[src/hdl/pid_position_tracker_core_defines.svh]
// Assertion macros shared by the position tracker RTL.
// Define ASSERT_OFF to drop every check.
`ifndef PID_POSITION_TRACKER_CORE_DEFINES_SVH
`define PID_POSITION_TRACKER_CORE_DEFINES_SVH

`ifndef ASSERT_OFF
// checked only while out of reset
`define PPT_ASSERT(lbl, clk, rst_n, prop, msg) \
    lbl: assert property (@(posedge clk) disable iff (!rst_n) prop) else $error(msg);
// checked at every edge, reset included
`define PPT_ASSERT_ALWAYS(lbl, clk, prop, msg) \
    lbl: assert property (@(posedge clk) prop) else $error(msg);
`else
`define PPT_ASSERT(lbl, clk, rst_n, prop, msg)
`define PPT_ASSERT_ALWAYS(lbl, clk, prop, msg)
`endif

`endif

[src/hdl/ppt_pkg.sv]
package ppt_pkg;

    localparam int PPT_TABLE_DEPTH = 256;

    localparam int CFG_IDX_W  = 3;
    localparam int IN_DATA_W  = 72;
    localparam int OUT_DATA_W = 72;

    // configuration register indexes
    localparam logic [CFG_IDX_W-1:0] CFG_PROP_GAIN   = 3'd0;
    localparam logic [CFG_IDX_W-1:0] CFG_INT_GAIN    = 3'd1;
    localparam logic [CFG_IDX_W-1:0] CFG_DERIV_GAIN  = 3'd2;
    localparam logic [CFG_IDX_W-1:0] CFG_HOLD_TARGET = 3'd3;
    localparam logic [CFG_IDX_W-1:0] CFG_TRACK_LEN   = 3'd4;
    localparam logic [CFG_IDX_W-1:0] CFG_START_MODE  = 3'd5;

    typedef enum logic [1:0] {
        REQ_TICK    = 2'd0,
        REQ_LOAD    = 2'd1,
        REQ_RESTART = 2'd2
    } t_req;

    typedef enum logic [1:0] {
        MODE_OFF   = 2'd0,
        MODE_HOLD  = 2'd1,
        MODE_TRACK = 2'd2
    } t_mode;

    typedef struct packed {
        logic signed [31:0] prop_gain;
        logic signed [31:0] int_gain;
        logic signed [31:0] deriv_gain;
        logic signed [31:0] hold_target;
        logic [8:0]         track_len;
        logic [1:0]         start_mode;
    } t_cfg;

    // request leaving the sequencer, registered on accept
    typedef struct packed {
        logic               vld;       // tick that yields a result
        logic               rst;       // restart
        logic               trk;       // target comes from the trajectory memory
        logic [7:0]         slot;
        logic               mode_now;
        logic               done;
        logic signed [31:0] meas;
    } t_s1;

    // per-tick tag carried down the arithmetic pipe
    typedef struct packed {
        logic signed [31:0] err;
        logic [7:0]         slot;
        logic               mode_now;
        logic               done;
    } t_tag;

    typedef struct packed {
        logic signed [31:0] drive;
        logic signed [31:0] err;
        logic [7:0]         slot;
        logic               mode_now;
        logic               done;
    } t_res;

endpackage

[src/hdl/ppt_outq.sv]
`include "pid_position_tracker_core_defines.svh"

module ppt_outq (
    input  logic          i_clk,
    input  logic          i_rst_n,
    input  logic          i_push,
    input  ppt_pkg::t_res i_res,
    input  logic          i_ready,
    output logic          o_valid,
    output ppt_pkg::t_res o_res,
    output logic          o_room
);
    import ppt_pkg::*;

    t_res       r_q [2];
    logic       r_wp;
    logic       r_rp;
    logic [1:0] r_cnt;
    logic       pop;

    assign o_valid = (r_cnt != 2'd0);
    assign pop     = o_valid & i_ready;
    assign o_room  = (r_cnt != 2'd2) | pop;
    assign o_res   = r_q[r_rp];

    always_ff @(posedge i_clk) begin
        if (!i_rst_n) begin
            r_wp  <= 1'b0;
            r_rp  <= 1'b0;
            r_cnt <= 2'd0;
        end else begin
            if (i_push) begin
                r_wp <= ~r_wp;
            end
            if (pop) begin
                r_rp <= ~r_rp;
            end
            case ({i_push, pop})
                2'b10:   r_cnt <= r_cnt + 2'd1;
                2'b01:   r_cnt <= r_cnt - 2'd1;
                default: r_cnt <= r_cnt;
            endcase
        end
    end

    always_ff @(posedge i_clk) begin
        if (i_push) begin
            r_q[r_wp] <= i_res;
        end
    end

    `PPT_ASSERT(a_cnt_range, i_clk, i_rst_n, r_cnt != 2'd3, "result queue count out of range")
    `PPT_ASSERT(a_no_overrun, i_clk, i_rst_n, (r_cnt == 2'd2 && !pop) |-> !i_push, "push into full queue")
    `PPT_ASSERT(a_push_shows, i_clk, i_rst_n, (r_cnt == 2'd0 && i_push) |=> o_valid, "pushed result not shown")

endmodule

[config.mk]
export PLATFORM = sky130hd
export DESIGN_NAME = ppt_outq
export DESIGN_NICKNAME = d
export VERILOG_FILES = /design/src/hdl/ppt_pkg.sv /design/src/hdl/ppt_outq.sv
export VERILOG_INCLUDE_DIRS = /design/src /design/src/hdl
export SDC_FILE = /design/constraint.sdc
export NUM_CORES = 1
export LEC_CHECK = 0
export ABC_CLOCK_PERIOD_IN_PS = 5100
export BUFFER_PORTS_ARGS = -buffer_cell sky130_fd_sc_hd__buf_2
export CORE_UTILIZATION = 45
export DETAILED_ROUTE_END_ITERATION = 16
export PLACE_DENSITY = 0.76
export SYNTH_ARGS = -nofsm -noshare
export SYNTH_HDL_FRONTEND = slang
export SYNTH_SLANG_ARGS = --single-unit
[constraint.sdc]
create_clock -name i_clk -period 5.1 [get_ports i_clk]
set_input_delay 0.255 -clock i_clk [delete_from_list [all_inputs] [get_ports i_clk]]
set_output_delay 0.255 -clock i_clk [all_outputs]
set_load 0.01 [all_outputs]
After elaboration in Yosys (flattened, before gate mapping). Memory sizes are Yosys's and may differ from the RTL's. A register that Yosys moved wholly into a read port is not among the register bits. Cells that the tools add are included.

Register bits: 4. Bits in writable memories: 148. Input bits: 78. Output and inout port bits: 76. Logic and storage cells: 20. Memories: 1.

Memory list: r_q (depth 2, width 74, rd ports 1, clocked after memory_dff 1, wr ports 1, line ppt_outq.sv:15) `t_res r_q [2];`.

Add/sub/neg operators: 2. Equal/unequal tests: 3. Mux-type cells: 5. Bitwise operators: 4. Reductions and logical operators: 2.

Operators by type and width (count): $mux W1 (4); $pmux W2 S2 (1); $reduce_bool A2 Y1 (2); $add A2 B1 Y2 const B (1); $eq A2 B1 Y1 const B (1); $eq A2 B2 Y1 const B (1); $ne A2 B2 Y1 const B (1); $not A1 Y1 (2); $sub A2 B1 Y2 const B (1); $and A1 B1 Y1 (1); $or A1 B1 Y1 (1).

Longest topological paths before layout. Gate-level depths: netlist (run 1).

Depth in word-level cells: 4. Gate-level depth with buffers: 5. Mapped depth without buffers: 5.

Least setup slack after synthesis (run 1). OpenSTA, ideal clock, no wires.

Kind: input to register. Start: input port i_push. End: memory r_q[0][0] (netlist bit), enable pin. Setup time: 0.510 ns. Data arrival time: 3.446 ns. Data required time: 4.590 ns. Path slack: 1.143 ns. Stages on the path: 2. Path buffers: 0. Cells stage by stage: inv_1 -> nor2_1.

Word-level cells in the longest chain between the ends: 2.

RTL lines: start: declaration (line ppt_outq.sv:6) `input logic i_push,`; $mux W1 (line ppt_outq.sv:47) `if (i_push) begin`; $mux W1 (not written as such) (line ppt_outq.sv:48) `r_q[r_wp] <= i_res;`; end: declaration (line ppt_outq.sv:15).

No other way between the ends.

==> metrics.txt, run 1 <==
# TYPE chip_impl_metric gauge
chip_impl_metric{name="clock-skew-final",unit="ps"} 3.79
chip_impl_metric{name="final_period_minus_worst_setup_slack",unit="ps"} 2280
chip_impl_metric{name="setup_viol",unit=""} 0
chip_impl_metric{name="fp.dieArea",unit="µm²"} 12800
chip_impl_metric{name="r2r_cells",unit=""} 1
chip_impl_info{name="start_point_of_the_worst_hold_path",value="i_res[21]"} 1
chip_impl_metric{name="yosysSeqAreaShare",unit="%"} 82.0
chip_impl_metric{name="finalMaxSlewViolations",unit=""} 0
chip_impl_info{name="clk_root_buffer_cell",value="clkbuf_16"} 1
chip_impl_metric{name="antenna_violations_before_repair",unit=""} 0
chip_impl_metric{name="post_cts.repair.setup_buffers",unit=""} 0
chip_impl_metric{name="fmax",unit="MHz"} 438
chip_impl_metric{name="dieWidth",unit="µm"} 113
chip_impl_metric{name="postSynthNetCount",unit=""} 333
chip_impl_info{name="timing.critical_path.slowest_stage_cell",value="dfxtp_4"} 1
chip_impl_info{name="setup_crit_end_kind",value="output pin"} 1
chip_impl_metric{name="fillCellCount",unit=""} 913
chip_impl_metric{name="timing.max_slew.rel_slack",unit="%"} 31.4
chip_impl_metric{name="finalHoldViolations",unit=""} 0
chip_impl_metric{name="detail_route.iter0.violations",unit=""} 130
chip_impl_info{name="worst-setup-path-type",value="reg -> out"} 1
chip_impl_info{name="biggest_area_consumer_among_synthesized_cells",value="edfxtp_1"} 1
chip_impl_metric{name="floorplan_row_count",unit=""} 40
chip_impl_metric{name="crit_fanout",unit=""} 74
chip_impl_metric{name="drive_gt1_share",unit="%"} 60.6
chip_impl_info{name="tritoncts",value="yes"} 1
chip_impl_metric{name="detail_route.wl_per_cell",unit="µm"} 16.4
chip_impl_metric{name="cts_resized",unit=""} 0
chip_impl_info{name="holdCritPathClass",value="in -> reg"} 1
chip_impl_metric{name="avgViaCountPerCell",unit=""} 4.90
chip_impl_metric{name="critPathBufInv",unit=""} 1
chip_impl_metric{name="final.hold.worst_slack",unit="ps"} 20.1
chip_impl_metric{name="worst_path_largest_cell_delay",unit="ps"} 970
chip_impl_metric{name="yosys_warnings",unit=""} 0
chip_impl_metric{name="yosys.cell_types.count",unit=""} 16
chip_impl_metric{name="critical_path_required_time",unit="ps"} 4850
chip_impl_metric{name="netlist_instances",unit=""} 254
chip_impl_metric{name="number_of_enable_type_register_cells_in_the_synthesized_netlist",unit=""} 148
chip_impl_metric{name="post-route-util",unit="%"} 59.3
chip_impl_info{name="synth_area_leaders",value="edfxtp_1 (80%), mux2_2 (15%), dfxtp_1 (1.8%), buf_2 (0.72%), xnor2_1 (0.47%)"} 1
chip_impl_metric{name="cts_buffers",unit=""} 17
chip_impl_metric{name="irDropWorstVdd",unit="mV"} 0.294
chip_impl_metric{name="area_growth",unit="%"} 28.5
chip_impl_metric{name="num_io_pins",unit=""} 154
chip_impl_metric{name="postSynthRegisterBits",unit=""} 153
chip_impl_metric{name="effective_utilization_at_floorplan",unit="%"} 46.1
chip_impl_metric{name="vias",unit=""} 2845
chip_impl_metric{name="netlist_area",unit="µm²"} 5540
chip_impl_metric{name="dp.final_hpwl",unit="µm"} 5790
chip_impl_metric{name="power.leakage",unit="nW"} 2.65
chip_impl_metric{name="clock_insertion_delay_worst_skew",unit="ps"} 420
chip_impl_metric{name="cts.htree.levels",unit=""} 4
chip_impl_info{name="dominantRegCellSynth",value="edfxtp_1"} 1
chip_impl_info{name="cp_top_family",value="flip-flops"} 1
chip_impl_info{name="regToRegStartpoint",value="r_wp"} 1
chip_impl_metric{name="path_clk_slew",unit="ps"} 60
chip_impl_metric{name="fp.dieH",unit="µm"} 113
chip_impl_info{name="rsz0062_at_grt",value="no"} 1
chip_impl_metric{name="first_pass_grt_wire_length",unit="µm"} 14600
chip_impl_metric{name="largest_net_degree_at_the_start_of_global_routing",unit=""} 76
chip_impl_metric{name="p_per_area",unit="nW/µm²"} 480
chip_impl_metric{name="first_global_vias",unit=""} 3087
chip_impl_metric{name="io_buffers",unit=""} 153
chip_impl_metric{name="critPathArrivalTime",unit="ps"} 2030
chip_impl_metric{name="setup_tns",unit="ps"} 0
chip_impl_info{name="holdPathEnd",value="r_q[1][21]"} 1
chip_impl_metric{name="drc_errors",unit=""} 0
chip_impl_metric{name="fp.coreArea",unit="µm²"} 12000
chip_impl_metric{name="cts-root-to-sink-buffers",unit=""} 2
chip_impl_metric{name="drtAntennaViolNets",unit=""} 0
chip_impl_info{name="post_synth_most_frequent_cells",value="edfxtp_1 (148), mux2_2 (74), buf_2 (8)"} 1
chip_impl_metric{name="detail_route.first_pass.iterations",unit=""} 4
chip_impl_metric{name="num_antenna_cells",unit=""} 0
chip_impl_info{name="worstReg2RegEnd",value="r_q[1][31]"} 1
chip_impl_metric{name="synth_area_per_cell",unit="µm²"} 21.8
chip_impl_metric{name="drv_cap",unit=""} 0
chip_impl_metric{name="layout.nets",unit=""} 500
chip_impl_metric{name="wirelength",unit="µm"} 9510
chip_impl_metric{name="gp_routability_congestion",unit=""} 0.676
chip_impl_metric{name="synth_largest_type_area_fraction",unit="%"} 80.2
chip_impl_metric{name="grt.overflow.total",unit=""} 0
chip_impl_metric{name="grt_util_all_layers",unit="%"} 15.9
chip_impl_metric{name="timing.hold.worst_path_depth",unit=""} 1
chip_impl_metric{name="final.period_utilization",unit="%"} 44.7
chip_impl_metric{name="postSynth.asyncResetShare",unit="%"} 0
chip_impl_metric{name="worst-slew-pin-transition",unit="ps"} 1030
chip_impl_info{name="path_cells",value="mux2_2, buf_2"} 1
chip_impl_info{name="outcome",value="complete, no violations"} 1
chip_impl_info{name="post-synth-top-count-cell",value="edfxtp_1"} 1
chip_impl_metric{name="cts_sinks",unit=""} 153
chip_impl_metric{name="setup.reg_to_reg.worst_slack",unit="ps"} 3420
chip_impl_metric{name="cts_hold_buffers",unit=""} 2
chip_impl_info{name="setup.worst_path.start_class",value="flop"} 1
[how the worst max path moves through the flow]
| stage | start | end | slack, ps | depth (start not counted) |
|---|---|---|---|---|
| floorplan | i_push | r_q[0][0] | 1140 | 2 |
| global placement | flop | o_res[43] | 3250 | 2 |
| detailed placement | flop | o_res[55] | 3230 | 2 |
| CTS | flop | o_res[10] | 2770 | 2 |
| global route | flop | o_res[5] | 2690 | 2 |
| finish | flop | o_res[55] | 2820 | 2 |
[layout make-up]
cell class | instances | area, µm² | share of cell area (%)
clock inverters | 15 | 201 | 2.83
clock buffers | 17 | 425 | 5.97
repair buffers | 156 | 793 | 11.1
multi-input cells | 92 | 965 | 13.5
flip-flops and latches | 153 | 4550 | 63.9
inverters | 1 | 3.75 | 0.0527
well taps | 147 | 184 | 2.58
[flip-flops by register name, summed over array words and instances, names as in the netlist, named ones only]
name	count
r_q	148
r_cnt	2
r_rp	1
r_wp	1
[layout by cell type (no fill, tap or decap), drive strengths merged]
cell type and instances:
buf 154, edfxtp 148, mux2 74, clkbuf 17, clkinvlp 5, dfxtp 5
clkinv 5, bufinv 4, xnor2 3, nor2b 3, o21a 2, dlygate4sd3 2
nor2 2, and2 2, inv 2, or2 1, nand2 1, o21ai 1
or3 1, a21boi 1, ha 1
[per-layer routing]
metal / vias up / global-route usage (%) / part of all wire (%)
met2: 102 / 26.9 / 50
met5: - / 0 / 0
met3: 15 / 6.59 / 7.2
met4: 0 / 9.30 / 2.2
li1: 1338 / - / -
met1: 1390 / 16.8 / 40
[report_power, final]
part           switching [W]  internal, W
Clock               0.000482     0.000818
Combinational       0.000231     0.000315
Sequential          0.000104      0.00146
Total               0.000817      0.00260
[cells by family after synthesis]
group                    synth area share, %
AND/OR/NAND/NOR                        0.993
adder cells (fa/ha/maj)                0.226
multiplexers                            15.0
XOR/XNOR                               0.474
AO/OA/AOI/OAI                          0.496
buffers and inverters                  0.790
flip-flops                              82.0
[per-stage QoR]
| stage | cell area (µm²) | total power [W] | std cells | setup WS, ps |
|---|---|---|---|---|
| after global placement | 6470 | 0.00214 | 547 | 3250 |
| after CTS | 7120 | 0.00346 | 581 | 2770 |
| after detailed placement | 6470 | 0.00215 | 547 | 3230 |
| final | 7120 | 0.00341 | 581 | 2820 |
| after global routing | 7120 | 0.00355 | 581 | 2690 |
| after floorplan | 5540 | 0.00193 | 254 | 1140 |
No activity file was read; power rests on OpenSTA's default activity.
==> run 2, diff against run 1 <==
--- a/config.mk
+++ b/config.mk
@@ -6,11 +6,12 @@
 export SDC_FILE = /design/constraint.sdc
 export NUM_CORES = 1
 export LEC_CHECK = 0
-export ABC_CLOCK_PERIOD_IN_PS = 5100
+export ABC_AREA = 1
+export ABC_CLOCK_PERIOD_IN_PS = 2000
 export BUFFER_PORTS_ARGS = -buffer_cell sky130_fd_sc_hd__buf_2
 export CORE_UTILIZATION = 45
 export DETAILED_ROUTE_END_ITERATION = 16
-export PLACE_DENSITY = 0.76
+export PLACE_DENSITY = 0.79
 export SYNTH_ARGS = -nofsm -noshare
 export SYNTH_HDL_FRONTEND = slang
 export SYNTH_SLANG_ARGS = --single-unit
==> constraint.sdc (replaced) <==
create_clock -name i_clk -period 2 [get_ports i_clk]
set_input_delay 0.1 -clock i_clk [delete_from_list [all_inputs] [get_ports i_clk]]
set_output_delay 0.1 -clock i_clk [all_outputs]
set_load 0.01 [all_outputs]
==> run 2 against run 1 <==
First-iteration DRC count is 0.77% lower; area after synthesis increased by 5.1%; clock skew increased by 2.8 ps; sequential share of layout area shrank 8.7 points; setup slack got worse by 2600 ps; synthesized cell count rose by 5.1%; total power is 140% higher; die area is 5.0% higher; final cell count up 20%; critical path type unchanged; critical endpoint is now o_res[71]; highest routed layer unchanged.
==> metrics.txt, run 2 <==
# TYPE chip_impl_metric gauge
chip_impl_metric{name="yosys_warnings",unit=""} 0
chip_impl_metric{name="vias",unit=""} 3253
chip_impl_metric{name="cts_sinks",unit=""} 153
chip_impl_metric{name="power.leakage",unit="nW"} 3.27
chip_impl_metric{name="path_clk_slew",unit="ps"} 60
chip_impl_info{name="setup_crit_end_kind",value="output pin"} 1
chip_impl_info{name="path_cells",value="buf_12, mux2_2, buf_2"} 1
chip_impl_metric{name="drv_cap",unit=""} 0
chip_impl_info{name="layout_common_cells",value="buf_2 (153), edfxtp_1 (148), dlygate4sd3_1 (76), mux2_4 (60), clkbuf_16 (17)"} 1
chip_impl_info{name="setup.worst_path.start_class",value="flop"} 1
chip_impl_metric{name="critPathArrivalTime",unit="ps"} 1630
chip_impl_metric{name="finalInstanceArea",unit="µm²"} 8240
chip_impl_metric{name="number_of_enable_type_register_cells_in_the_synthesized_netlist",unit=""} 148
chip_impl_info{name="layout_commonest_cell",value="buf_2"} 1
chip_impl_metric{name="post-route-util",unit="%"} 65.3
chip_impl_metric{name="dpl_cell_area",unit="µm²"} 6850
chip_impl_info{name="rsz0062_at_grt",value="no"} 1
chip_impl_info{name="outcome",value="complete, no violations"} 1
chip_impl_metric{name="cts_buffers",unit=""} 17
chip_impl_metric{name="irDropWorstVdd",unit="mV"} 0.653
chip_impl_metric{name="drc_errors",unit=""} 0
chip_impl_metric{name="worst-slew-pin-transition",unit="ps"} 361
chip_impl_metric{name="timing.max_slew.rel_slack",unit="%"} 75.9
chip_impl_info{name="clk_root_buffer_cell",value="clkbuf_16"} 1
chip_impl_metric{name="final_period_minus_worst_setup_slack",unit="ps"} 1730
chip_impl_metric{name="effective_utilization_at_floorplan",unit="%"} 46.1
chip_impl_info{name="synth_area_leaders",value="edfxtp_1 (76%), mux2_4 (15%), mux2_2 (2.7%), dfxtp_1 (1.7%), buf_6 (1.4%)"} 1
chip_impl_metric{name="postSynth.asyncResetShare",unit="%"} 0
chip_impl_metric{name="crit_fanout",unit=""} 27
chip_impl_metric{name="synth_largest_type_area_fraction",unit="%"} 76.3
chip_impl_info{name="top_regs",value="r_q (148), r_cnt (2)"} 1
chip_impl_metric{name="setup_viol",unit=""} 0
chip_impl_metric{name="drive_gt1_share",unit="%"} 50.9
chip_impl_metric{name="grt_util_all_layers",unit="%"} 17.1
chip_impl_metric{name="yosysSeqAreaShare",unit="%"} 78.0
chip_impl_metric{name="netlist_instances",unit=""} 267
chip_impl_metric{name="postSynthRegisterBits",unit=""} 153
chip_impl_info{name="post-synth-top-count-cell",value="edfxtp_1"} 1
chip_impl_metric{name="p_per_area",unit="nW/µm²"} 999
chip_impl_metric{name="fp.dieH",unit="µm"} 116
chip_impl_metric{name="floorplan_row_count",unit=""} 41
chip_impl_metric{name="synth_area_per_cell",unit="µm²"} 21.8
chip_impl_metric{name="cts.htree.levels",unit=""} 4
chip_impl_metric{name="netlist_area",unit="µm²"} 5820
chip_impl_metric{name="critPathBufInv",unit=""} 2
chip_impl_info{name="tritoncts",value="yes"} 1
chip_impl_metric{name="avgViaCountPerCell",unit=""} 4.65
chip_impl_metric{name="detail_route.iter0.violations",unit=""} 129
chip_impl_metric{name="fp.coreArea",unit="µm²"} 12600
chip_impl_metric{name="finalHoldViolations",unit=""} 0
chip_impl_metric{name="cts-root-to-sink-buffers",unit=""} 2
chip_impl_metric{name="setup_tns",unit="ps"} 0
chip_impl_metric{name="first_global_vias",unit=""} 3466
chip_impl_metric{name="largest_net_degree_at_the_start_of_global_routing",unit=""} 54
chip_impl_metric{name="clock_insertion_delay_worst_skew",unit="ps"} 420
chip_impl_metric{name="detail_route.wl_per_cell",unit="µm"} 15.7
chip_impl_metric{name="cts_resized",unit=""} 0
chip_impl_metric{name="num_io_pins",unit=""} 154
chip_impl_metric{name="wirelength",unit="µm"} 11000
chip_impl_metric{name="grt.overflow.total",unit=""} 0
chip_impl_metric{name="num_antenna_cells",unit=""} 0
chip_impl_metric{name="gp_routability_congestion",unit=""} 0.668
chip_impl_metric{name="finalMaxSlewViolations",unit=""} 0
chip_impl_info{name="post_synth_most_frequent_cells",value="edfxtp_1 (148), mux2_4 (60), mux2_2 (14)"} 1
chip_impl_metric{name="drtAntennaViolNets",unit=""} 0
chip_impl_metric{name="worst_path_largest_cell_delay",unit="ps"} 450
chip_impl_metric{name="yosys.cell_types.count",unit=""} 14
chip_impl_metric{name="first_pass_grt_wire_length",unit="µm"} 16400
chip_impl_metric{name="antenna_violations_before_repair",unit=""} 0
chip_impl_metric{name="fmax",unit="MHz"} 577
chip_impl_metric{name="area_growth",unit="%"} 41.4
chip_impl_metric{name="post-place-ws",unit="ps"} 555
chip_impl_metric{name="worst_slack",unit="ps"} 266
chip_impl_info{name="timing.critical_path.slowest_stage_cell",value="dfxtp_4"} 1
chip_impl_metric{name="layout.nets",unit=""} 593
chip_impl_metric{name="detail_route.first_pass.iterations",unit=""} 4
chip_impl_metric{name="clock-skew-final",unit="ps"} 6.57
chip_impl_metric{name="critical_path_required_time",unit="ps"} 1900
chip_impl_info{name="worst-setup-path-type",value="reg -> out"} 1
chip_impl_info{name="biggest_area_consumer_among_synthesized_cells",value="edfxtp_1"} 1
chip_impl_metric{name="final.period_utilization",unit="%"} 86.7
chip_impl_metric{name="dieWidth",unit="µm"} 116
chip_impl_metric{name="fillCellCount",unit=""} 878
chip_impl_metric{name="fp.dieArea",unit="µm²"} 13400
chip_impl_info{name="max_flop_register",value="r_q"} 1
chip_impl_info{name="holdCritPathClass",value="in -> reg"} 1
chip_impl_metric{name="postSynthNetCount",unit=""} 346
chip_impl_metric{name="io_buffers",unit=""} 153
chip_impl_metric{name="largest_register_ffs",unit=""} 148
chip_impl_info{name="dominantRegCellSynth",value="edfxtp_1"} 1
chip_impl_info{name="cp_top_family",value="flip-flops"} 1
chip_impl_metric{name="dp.final_hpwl",unit="µm"} 6390
run 2: cell families after synthesis:
kind of cell | share of synthesized area, %
DFF | 78.0
muxes | 18.2
and+or+nand+nor | 1.35
buffers and inverters | 1.96
AOI/OAI and AO/OA | 0.258
adders and majority gates | 0.215
run 2: final timing paths:
kind	from	endpoint	slack, ps	cells past startpoint
worst max-delay path	flop	o_res[71]	270	3
worst min-delay path	i_ready	flop	140	4
worst max register to register	r_cnt[0]	r_cnt[1]	510	10
worst min register to register	r_rp	flop	520	2
run 2: stage by stage:
step / hold slack (ps) / total power (W) / std cells
2_1_floorplan: 199 / 0.00448 / 267
3_3_place_gp: 287 / 0.00483 / 591
3_5_place_dp: 291 / 0.00486 / 591
4_1_cts: 112 / 0.00829 / 699
5_1_grt: 160 / 0.00852 / 699
6_report: 138 / 0.00823 / 699
run 2: area by class of cell:
cell class	count	area [µm²]	area share [%]
clock buffers	17	425	5.16
inverters	8	33.8	0.410
well taps	172	215	2.61
multi-input cells	98	1170	14.2
repair buffers	236	1640	19.9
flip-flops and latches	153	4550	55.2
clock inverters	15	200	2.43
run 2: routing by layer:
| metal | global-route usage [%] | vias up | part of all wire [%] |
|---|---|---|---|
| met2 | 31.7 | 111 | 54 |
| met5 | 0 | - | 0 |
| met3 | 5.54 | 21 | 5.3 |
| met4 | 9.49 | 0 | 2.2 |
| met1 | 16.9 | 1585 | 39 |
| li1 | - | 1536 | - |
run 2: report_power, final:
group	total [W]	leakage, nW	switching, W	internal [W]
Combinational	0.00114	1.54	0.000508	0.000629
Clock	0.00331	0.297	0.00122	0.00209
Sequential	0.00378	1.43	0.0000638	0.00371
run 2: repair_timing:
item,4_1_cts,5_1_grt
buffers inserted,0,0
endpoints found under the hold margin,153,0
hold buffers,76,0
run 2: tightest hold or removal path, cell delays in order:
cell	delay [ps]
buf_2	110
nand2_1	110
o21ai_0	110
nor2_1	90
